File: src/hw/rtl/hrc_pkg.sv
// ----------------------------------------------------------------------------
// hrc_pkg
// Shared types and constants of the HSV/RGB color converter. It holds the
// byte and word types, the register indexes, the hue sectors and the
// pipeline latency.
// ----------------------------------------------------------------------------
package hrc_pkg;

	typedef logic [7:0]  byte_t;
	typedef logic [23:0] word_t;

	typedef enum logic [0:0] {
		MODE_RGB = 1'b0,
		MODE_HSV = 1'b1
	} mode_t;

	typedef enum logic [0:0] {
		CFG_CHANNEL_ORDER = 1'b0,
		CFG_GAMMA_ENABLE  = 1'b1
	} cfg_index_t;

	typedef enum logic [2:0] {
		SECTOR_0 = 3'd0,
		SECTOR_1 = 3'd1,
		SECTOR_2 = 3'd2,
		SECTOR_3 = 3'd3,
		SECTOR_4 = 3'd4,
		SECTOR_5 = 3'd5
	} sector_t;

	typedef struct packed {
		logic channel_order;
		logic gamma_enable;
	} cfg_t;

	localparam int unsigned HueSectorSize = 43;
	localparam int unsigned ByteMax       = 255;
	localparam int unsigned Latency       = 4;

endpackage

File: src/hw/rtl/hrc_datapath.sv
// ----------------------------------------------------------------------------
// hrc_datapath
// Three register stages of the color conversion. Stage one finds the hue
// sector and fraction and orders the RGB channels, stage two forms the first
// products and the gamma squares, stage three forms the second products. The
// final channel selection and packing is combinational at the output.
// ----------------------------------------------------------------------------
module hrc_datapath (
	input  logic          clk,
	input  hrc_pkg::cfg_t cfg,
	input  logic          mode,
	input  hrc_pkg::byte_t first_value,
	input  hrc_pkg::byte_t second_value,
	input  hrc_pkg::byte_t third_value,
	output hrc_pkg::word_t word
);
	import hrc_pkg::*;

	sector_t    sector_d;
	byte_t      base_d;
	byte_t      rem_d;
	byte_t      frac_d;
	byte_t      ch_d [3];

	logic       mode_s1;
	sector_t    sector_s1;
	byte_t      frac_s1;
	byte_t      sat_s1;
	byte_t      inv_sat_s1;
	logic       gamma_s1;
	byte_t      ch_s1 [3];

	byte_t      inv_frac;
	logic [8:0] inc [3];
	logic [17:0] sq_full [3];

	logic       mode_s2;
	sector_t    sector_s2;
	logic       grey_s2;
	logic       gamma_s2;
	logic [15:0] sf_s2;
	logic [15:0] sif_s2;
	logic [15:0] p_prod_s2;
	logic [16:0] sq_s2 [3];
	byte_t      ch_s2 [3];

	byte_t      q_fac;
	byte_t      t_fac;
	logic [16:0] sq_dec [3];

	logic       mode_s3;
	sector_t    sector_s3;
	logic       grey_s3;
	byte_t      v_s3;
	byte_t      p_s3;
	logic [15:0] q_prod_s3;
	logic [15:0] t_prod_s3;
	byte_t      rgb_s3 [3];

	byte_t      q_val;
	byte_t      t_val;

	always_comb begin
		if (first_value >= byte_t'(HueSectorSize * 5)) begin
			sector_d = SECTOR_5;
		end else if (first_value >= byte_t'(HueSectorSize * 4)) begin
			sector_d = SECTOR_4;
		end else if (first_value >= byte_t'(HueSectorSize * 3)) begin
			sector_d = SECTOR_3;
		end else if (first_value >= byte_t'(HueSectorSize * 2)) begin
			sector_d = SECTOR_2;
		end else if (first_value >= byte_t'(HueSectorSize)) begin
			sector_d = SECTOR_1;
		end else begin
			sector_d = SECTOR_0;
		end
		case (sector_d)
			SECTOR_1: base_d = byte_t'(HueSectorSize);
			SECTOR_2: base_d = byte_t'(HueSectorSize * 2);
			SECTOR_3: base_d = byte_t'(HueSectorSize * 3);
			SECTOR_4: base_d = byte_t'(HueSectorSize * 4);
			SECTOR_5: base_d = byte_t'(HueSectorSize * 5);
			default:  base_d = '0;
		endcase
		rem_d  = first_value - base_d;
		frac_d = byte_t'({rem_d[5:0], 2'b00}) + byte_t'({rem_d[5:0], 1'b0});
		if (cfg.channel_order) begin
			ch_d[0] = second_value;
			ch_d[1] = first_value;
		end else begin
			ch_d[0] = first_value;
			ch_d[1] = second_value;
		end
		ch_d[2] = third_value;
	end

	always_ff @(posedge clk) begin
		mode_s1    <= mode;
		sector_s1  <= sector_d;
		frac_s1    <= frac_d;
		sat_s1     <= second_value;
		inv_sat_s1 <= byte_t'(ByteMax) - second_value;
		gamma_s1   <= cfg.gamma_enable;
		ch_s1      <= ch_d;
	end

	always_comb begin
		inv_frac = byte_t'(ByteMax) - frac_s1;
		for (int i = 0; i < 3; i++) begin
			inc[i]     = {1'b0, ch_s1[i]} + 9'd1;
			sq_full[i] = 18'(inc[i]) * 18'(inc[i]);
		end
	end

	always_ff @(posedge clk) begin
		mode_s2   <= mode_s1;
		sector_s2 <= sector_s1;
		grey_s2   <= (sat_s1 == '0);
		gamma_s2  <= gamma_s1;
		sf_s2     <= 16'(sat_s1) * 16'(frac_s1);
		sif_s2    <= 16'(sat_s1) * 16'(inv_frac);
		p_prod_s2 <= 16'(ch_s1[2]) * 16'(inv_sat_s1);
		ch_s2     <= ch_s1;
		for (int i = 0; i < 3; i++) begin
			sq_s2[i] <= sq_full[i][16:0];
		end
	end

	always_comb begin
		q_fac = byte_t'(ByteMax) - sf_s2[15:8];
		t_fac = byte_t'(ByteMax) - sif_s2[15:8];
		for (int i = 0; i < 3; i++) begin
			sq_dec[i] = sq_s2[i] - 17'd1;
		end
	end

	always_ff @(posedge clk) begin
		mode_s3   <= mode_s2;
		sector_s3 <= sector_s2;
		grey_s3   <= grey_s2;
		v_s3      <= ch_s2[2];
		p_s3      <= p_prod_s2[15:8];
		q_prod_s3 <= 16'(ch_s2[2]) * 16'(q_fac);
		t_prod_s3 <= 16'(ch_s2[2]) * 16'(t_fac);
		for (int i = 0; i < 3; i++) begin
			rgb_s3[i] <= gamma_s2 ? sq_dec[i][15:8] : ch_s2[i];
		end
	end

	always_comb begin
		q_val = q_prod_s3[15:8];
		t_val = t_prod_s3[15:8];
		if (mode_s3 == MODE_RGB) begin
			word = {rgb_s3[0], rgb_s3[1], rgb_s3[2]};
		end else if (grey_s3) begin
			word = {v_s3, v_s3, v_s3};
		end else begin
			case (sector_s3)
				SECTOR_0: word = {v_s3, t_val, p_s3};
				SECTOR_1: word = {q_val, v_s3, p_s3};
				SECTOR_2: word = {p_s3, v_s3, t_val};
				SECTOR_3: word = {p_s3, q_val, v_s3};
				SECTOR_4: word = {t_val, p_s3, v_s3};
				default:  word = {v_s3, p_s3, q_val};
			endcase
		end
	end

endmodule

File: src/hw/rtl/hsv_rgb_color_convert.sv
// ----------------------------------------------------------------------------
// hsv_rgb_color_convert
// Converts an RGB or HSV color setting into a packed 24-bit LED word.
// ----------------------------------------------------------------------------
// The block takes one word in every clock cycle and never raises busy. Each
// result appears on color_word with done high for exactly one cycle, once the
// word has passed the datapath stages and the output register; the depth is
// set by the HSV path, whose two dependent 8 by 8 multiplications each occupy
// a stage of their own. The receiver cannot stall the results, so it must take
// each one when done is high. The configuration registers should be written
// only while no word is in flight.
module hsv_rgb_color_convert (
	input  logic                clk,
	input  logic                arst_n,
	input  logic                start,
	output logic                busy,
	input  logic                mode,
	input  hrc_pkg::byte_t      first_value,
	input  hrc_pkg::byte_t      second_value,
	input  hrc_pkg::byte_t      third_value,
	output logic                done,
	output hrc_pkg::word_t      color_word,
	input  logic                wr_en,
	input  hrc_pkg::cfg_index_t wr_index,
	input  logic                wr_data
);
	import hrc_pkg::*;

	cfg_t  cfg_q;
	logic  valid_s1;
	logic  valid_s2;
	logic  valid_s3;
	logic  done_q;
	word_t word;
	word_t color_word_q;

	always_ff @(posedge clk or negedge arst_n) begin
		if (!arst_n) begin
			cfg_q <= '0;
		end else if (wr_en) begin
			unique case (wr_index)
				CFG_CHANNEL_ORDER: cfg_q.channel_order <= wr_data;
				CFG_GAMMA_ENABLE:  cfg_q.gamma_enable  <= wr_data;
			endcase
		end
	end

	hrc_datapath u_datapath (
		.clk          (clk),
		.cfg          (cfg_q),
		.mode         (mode),
		.first_value  (first_value),
		.second_value (second_value),
		.third_value  (third_value),
		.word         (word)
	);

	always_ff @(posedge clk or negedge arst_n) begin
		if (!arst_n) begin
			valid_s1 <= 1'b0;
			valid_s2 <= 1'b0;
			valid_s3 <= 1'b0;
			done_q   <= 1'b0;
		end else begin
			valid_s1 <= start && !busy;
			valid_s2 <= valid_s1;
			valid_s3 <= valid_s2;
			done_q   <= valid_s3;
		end
	end

	always_ff @(posedge clk) begin
		if (valid_s3) begin
			color_word_q <= word;
		end
	end

	assign busy       = 1'b0;
	assign done       = done_q;
	assign color_word = color_word_q;

endmodule

File: config.mk
export PLATFORM = sky130hd
export DESIGN_NAME = hsv_rgb_color_convert
export DESIGN_NICKNAME = d
export VERILOG_FILES = /design/src/hw/rtl/hrc_pkg.sv /design/src/hw/rtl/hrc_datapath.sv /design/src/hw/rtl/hsv_rgb_color_convert.sv
export SDC_FILE = /design/constraint.sdc
export NUM_CORES = 1
export LEC_CHECK = 0
export ABC_AREA = 1
export BUFFER_PORTS_ARGS = -buffer_cell sky130_fd_sc_hd__buf_2
export CAP_MARGIN = 20
export CORE_ASPECT_RATIO = 1.5
export CORE_MARGIN = 10
export CORE_UTILIZATION = 35
export DETAILED_ROUTE_END_ITERATION = 10
export MAX_ROUTING_LAYER = met4
export PLACE_DENSITY = 0.58
export SYNTH_ARGS = -nofsm -noshare
export SYNTH_HDL_FRONTEND = slang
export SYNTH_SLANG_ARGS = --single-unit
File: constraint.sdc
create_clock -name clk -period 7.3 [get_ports clk]
set_clock_uncertainty 0.2 [all_clocks]
set_input_delay 0.365 -clock clk [delete_from_list [all_inputs] [get_ports clk]]
set_output_delay 0.365 -clock clk [all_outputs]
set_load 0.02 [all_outputs]
Word-level counts from Yosys, hierarchy flattened
Memory sizes are Yosys's and may differ from the RTL's.
Index checks and enable logic that the tools add are counted.
Word-level totals
  bits in registers: 214
  output and inout port bits: 26
  ROM bits: 0
  latch bits: 0
  memories kept: 2
  word-level logic and storage cells: 87
  memory bits (writable): 75
  input bits: 31
Operators by class
  multipliers: 8
  bitwise logic cells: 1
  equality and inequality tests: 9
  reductions and logical operators: 4
  $add $sub $neg: 12
  mux-type cells: 13
  shifts and indexed selects: 0
  divide/modulo/power cells: 0
  order comparisons: 5
Memory list
  u_datapath.sq_s2: depth 3, width 17, read ports 3, clocked after memory_dff 0, write ports 3, line hrc_datapath.sv:44  | logic [16:0] sq_s2 [3];
  u_datapath.rgb_s3: depth 3, width 8, read ports 3, clocked after memory_dff 0, write ports 3, line hrc_datapath.sv:58  | byte_t rgb_s3 [3];
Operators by type and width (number)
  24-bit one-hot mux with 5 select lines: 1
  8-bit by 8-bit multiplier with 16-bit output: 5
  9-bit by 9-bit multiplier with 17-bit output: 3
  24-bit 2-to-1 mux: 2
  16-bit by 1-bit subtractor with 16-bit output, second input constant: 3
  8-bit subtractor, first input constant: 4
  6-bit one-hot mux with 5 select lines: 1
  8-bit by 1-bit adder with 9-bit output, second input constant: 3
  8-bit >= comparator, second input constant: 3
  8-bit 2-to-1 mux: 3
  16-bit 2-to-1 mux: 1
  3-bit by 2-bit == test with 1-bit output, second input constant: 4
  3-bit 2-to-1 mux: 4
  3-bit == test, second input constant: 3
  8-bit by 7-bit adder with 8-bit output: 1
  8-bit by 6-bit >= comparator with 1-bit output, second input constant: 1
  8-bit by 7-bit >= comparator with 1-bit output, second input constant: 1
  8-bit zero test: 1
  3-bit by 1-bit == test with 1-bit output, second input constant: 2
  6-bit subtractor: 1
  2-bit AND reduction: 2
  3-bit zero test: 1
  1-bit 2-to-1 mux: 1
  1-bit inverter: 1

Depth between registers and ports, before layout
  word-level depth: 10
  mapped depth: 24

Hierarchy
From an unflattened synthesis, not the netlist that was laid out.
Second synthesis, totals
  cells, all modules: 3091
  area, all modules: 23855.4 um^2
Modules (own cells, without submodules)
  hrc_datapath: cells an instance 3050, seq. area each 4244.1 um^2, instances 1, area each 22937.0 um^2
  hsv_rgb_color_convert: cells an instance 41, seq. area each 870.8 um^2, instances 1, area each 918.4 um^2

Least setup slack after synthesis
OpenSTA, ideal clock, no wires.
  kind: reg2reg
  start: register u_datapath.ch_s1[1] in the netlist's numbering
  end: memory u_datapath.sq_s2[2][14] (netlist: u_datapath.sq_s2[0][48])
  setup time: 0.112 ns
  required time: 6.988 ns
  setup slack: 2.722 ns
  path buffers: 1
  data arrival time: 4.265 ns
  clock period less this slack: 4.578 ns
  stages on the path, launching flop included: 22
  path through: dfxtp_1 buf_4 nand2_1 nor2_4 nand2_1 o21ai_0 nand2_1 nor2_1 inv_1 fa_1 fa_1 fa_1 fa_1 inv_1 ha_1 nand2_1 o21ai_0 nand2_1 nand2_1 nand3_1 nand3_1 nand2_1
RTL lines
  from (decl): line hrc_datapath.sv:31  | byte_t ch_s1 [3];
  from (signal assigned): line hrc_datapath.sv:104  | ch_s1 <= ch_d;
  to (decl): line hrc_datapath.sv:44

==> impl_metrics.json <==
{
  "outcome": "finished clean",
  "setup_tns_ns": 0,
  "nFillCells": 7109,
  "fin_crit_sh": 0.708,
  "cts_resized": 0,
  "hold_violations": 0,
  "regToRegEndpoint": "u_datapath.sq_s2[0][48]",
  "core_area_sq_mm": 0.0676,
  "grt_pass1_wl_um": 102000,
  "drt-initial-drc-count": 953,
  "hold_path_end": "u_datapath.grey_s3",
  "use_met3": 0.0107,
  "path_delay_family": "adder cells",
  "die-area_sq_mm": 0.0790,
  "post-route-min-period_ns": 5.17,
  "drive_gt1_frac": 0.0469,
  "synth_top_cell_by_area": "fa_1",
  "syn2layout_area_growth_pct": 10.4,
  "final_cells": 4047,
  "antenna_found_initial": 0,
  "syn_area_sq_mm": 0.0238,
  "min_from": "u_datapath.grey_s2",
  "wl_per_cell_um": 15.2,
  "yosysWarnings": 0,
  "synthArstFlopShare": 0.0248,
  "post-cts-setup-buffers": 0,
  "clkTransAtPathRegs_ns": 0.07,
  "hold_path_class": "reg -> reg",
  "synth.avg_cell_area_sq_um": 7.76,
  "first_global_vias": 20085,
  "drv_slew": 0,
  "path_buf_inv": 2,
  "ys_ff_latch": 242,
  "synth-edff-count": 24,
  "hold_ws_ns": 0.122,
  "cts_hold_buf": 32,
  "slowest_delay_ns": 0.69,
  "die_h_um": 339,
  "seq_area_frac_synth": 0.215,
  "rsz0062_at_grt": "no",
  "crit_cells": 20,
  "crit_fanout": 17,
  "cts_made_buffers": 27,
  "grt_use_met2": 0.310,
  "crit_path_end_kind": "register",
  "clock_path_buffers": 3,
  "die_w_um": 233,
  "reg2regPathDepth": 20,
  "syn_inst": 3062,
  "cpMostUsedCell": "nand2_1",
  "cp_slowest_cell": "dfxtp_1",
  "antenna_left": 0,
  "ys.flop_type": "dfxtp_1",
  "avgViaCountPerCell": 4.70,
  "initial_core_util": 0.352,
  "grt_max_degree": 39,
  "routabilityCongestion": 0.907,
  "port_buffers": 55,
  "min_path_cells": 0,
  "dp.cells": 3964,
  "ys_types": 46,
  "tightestPinTransition_ns": 0.770,
  "met1_usage": 0.175,
  "gr-total-overflow": 0,
  "drv_cap": 0,
  "rrSetupSlack_ns": 2.13,
  "slew_headroom": 0.486,
  "final_nets": 3704,
  "worstReg2RegStart": "u_datapath.ch_s1[0]",
  "htree_levels": 1,
  "path_cells": "ha_1 > nand3_1 > nor2_1 > nand2_1 > nand2_2 > nor2_1 > inv_1 > fa_1 > fa_1 > fa_1 > fa_1 > inv_1 > ha_1 > nand2_1 > o21ai_0 > nand2_1 > nand2_1 > nand3_1 > nand3_1 > nand2_1",
  "cts_tree": "yes",
  "drc": 0,
  "top_level_ports": 57,
  "netlist.area_leader.share": 0.230,
  "grt_usage": 0.165,
  "cts_root_buffer": "clkbuf_16",
  "dp_hpwl_um": 50700,
  "drt_wl_total_um": 61700,
  "worstSkewPairLatency_ns": 0.59,
  "worstSetupPathType": "reg -> reg",
  "setup_viol": 0,
  "worstPathRequired_ns": 7.57,
  "clock-sinks": 242,
  "cp_data_arrival_time_ns": 5.44,
  "dr.pass1.iters": 5,
  "top_usage_layer": "met2",
  "critPathLaunchType": "register",
  "yosys-top-cells-area": "fa_1 23%, dfxtp_1 18%, ha_1 14%",
  "fmax_mhz": 194,
  "vias": 19035,
  "rows": 117
}
[area by class of cell]
type	instances	area, sq um	share of cell area
Multi-Input combinational cell	2110	16000	0.608
Sequential cell	242	5110	0.195
Inverter	659	2470	0.0942
Tap cell	892	1120	0.0425
Clock buffer	30	687	0.0262
Timing Repair Buffer	93	641	0.0244
Clock inverter	20	255	0.00972
Antenna cell	1	2.50	0.0000953
[metal layers]
metal,part of all wire,up-vias,wire [um]
li1,-,9470,-
met1,0.40,9182,24500
met2,0.54,287,33500
met3,0.022,96,1380
met4,0.038,0,2350
met5,0,-,0
[through the flow]
stage,util,worst slack [ns],instance area [sq um]
floorplan,-,2.72,23800
CTS,0.388,2.10,26200
detailed placement,0.369,2.13,25000
finish,0.388,2.13,26200
global route,0.388,1.67,26200
global placement,0.369,2.19,25000
[flip-flops by register name, indices dropped and copies added, names as in the netlist, 24 cells and up]
| name | count |
|---|---|
| u_datapath.sq_s2 | 45 |
| u_datapath.ch_s2 | 24 |
| u_datapath.rgb_s3 | 24 |
| color_word | 24 |
| u_datapath.ch_s1 | 24 |
[worst reg2reg max path, delay by kind of cell, from the launching register on]
kind | cells | cell delay (ns)
compound gates | 1 | 0.26
fa+ha+maj | 6 | 2.58
buf+inv | 2 | 0.12
flops | 1 | 0.69
simple gates | 11 | 1.22
[worst max-delay path by stage]
stage	start	end	slack [ns]
global placement	u_datapath.ch_s1[0]	u_datapath.sq_s2[0][48]	2.19
detailed placement	u_datapath.ch_s1[0]	u_datapath.sq_s2[0][48]	2.13
floorplan	u_datapath.ch_s1[1]	u_datapath.sq_s2[0][48]	2.72
global route	u_datapath.ch_s1[0]	u_datapath.sq_s2[0][48]	1.67
finish	u_datapath.ch_s1[0]	u_datapath.sq_s2[0][48]	2.13
CTS	u_datapath.ch_s1[0]	u_datapath.sq_s2[0][48]	2.10
[placed cells by master (no fill, tap or decap), types with 4 or more instances in the layout]
cell type      instances
nand2_1              701
inv_1                642
nor2_1               313
fa_1                 273
ha_1                 267
dfxtp_1              212
a21oi_1              134
nand3_1              114
o21ai_0               59
buf_2                 55
xor2_1                53
nand4_1               33
dlygate4sd3_1         32
clkbuf_16             27
edfxtp_1              24
xnor2_1               23
a31oi_1               18
nor3_1                15
conb_1                13
o21ai_1               11
o21bai_1              11
inv_2                 11
nand3b_1              10
nand2_2                9
o2111ai_1              9
nor2_2                 7
clkinv_1               6
dfrtp_1                6
inv_6                  6
buf_4                  6
a21o_1                 5
o31ai_1                4
bufinv_16              4
[cell families after synthesis]
kind of cell | after synthesis | share of synthesized area
simple gates | 1219 | 0.210
buf+inv | 721 | 0.115
fa+ha+maj | 540 | 0.370
compound gates | 261 | 0.0606
flops | 242 | 0.215
xor+xnor | 77 | 0.0287
other cells | 2 | 0.000316
[synth_stat cells, types with 4 or more instances]
library cell / instances
ha_1: 267
o21ai_1: 11
inv_1: 642
a31oi_1: 18
nand3b_1: 10
a21o_1: 5
xor2_1: 53
buf_4: 5
xnor2_1: 23
o21bai_1: 11
nand2_2: 9
clkbuf_1: 45
o21ai_0: 59
clkinv_1: 6
nor3_1: 15
nor2_2: 7
inv_2: 11
fa_1: 273
dfxtp_1: 212
o31ai_1: 4
o2111ai_1: 9
nor2_1: 313
nand2_1: 701
buf_2: 8
dfrtp_1: 6
edfxtp_1: 24
a21oi_1: 134
nand3_1: 114
nand4_1: 33
Power is not shown: default switching activity piles up to over one toggle a cycle in this logic, so the estimate is an artifact.
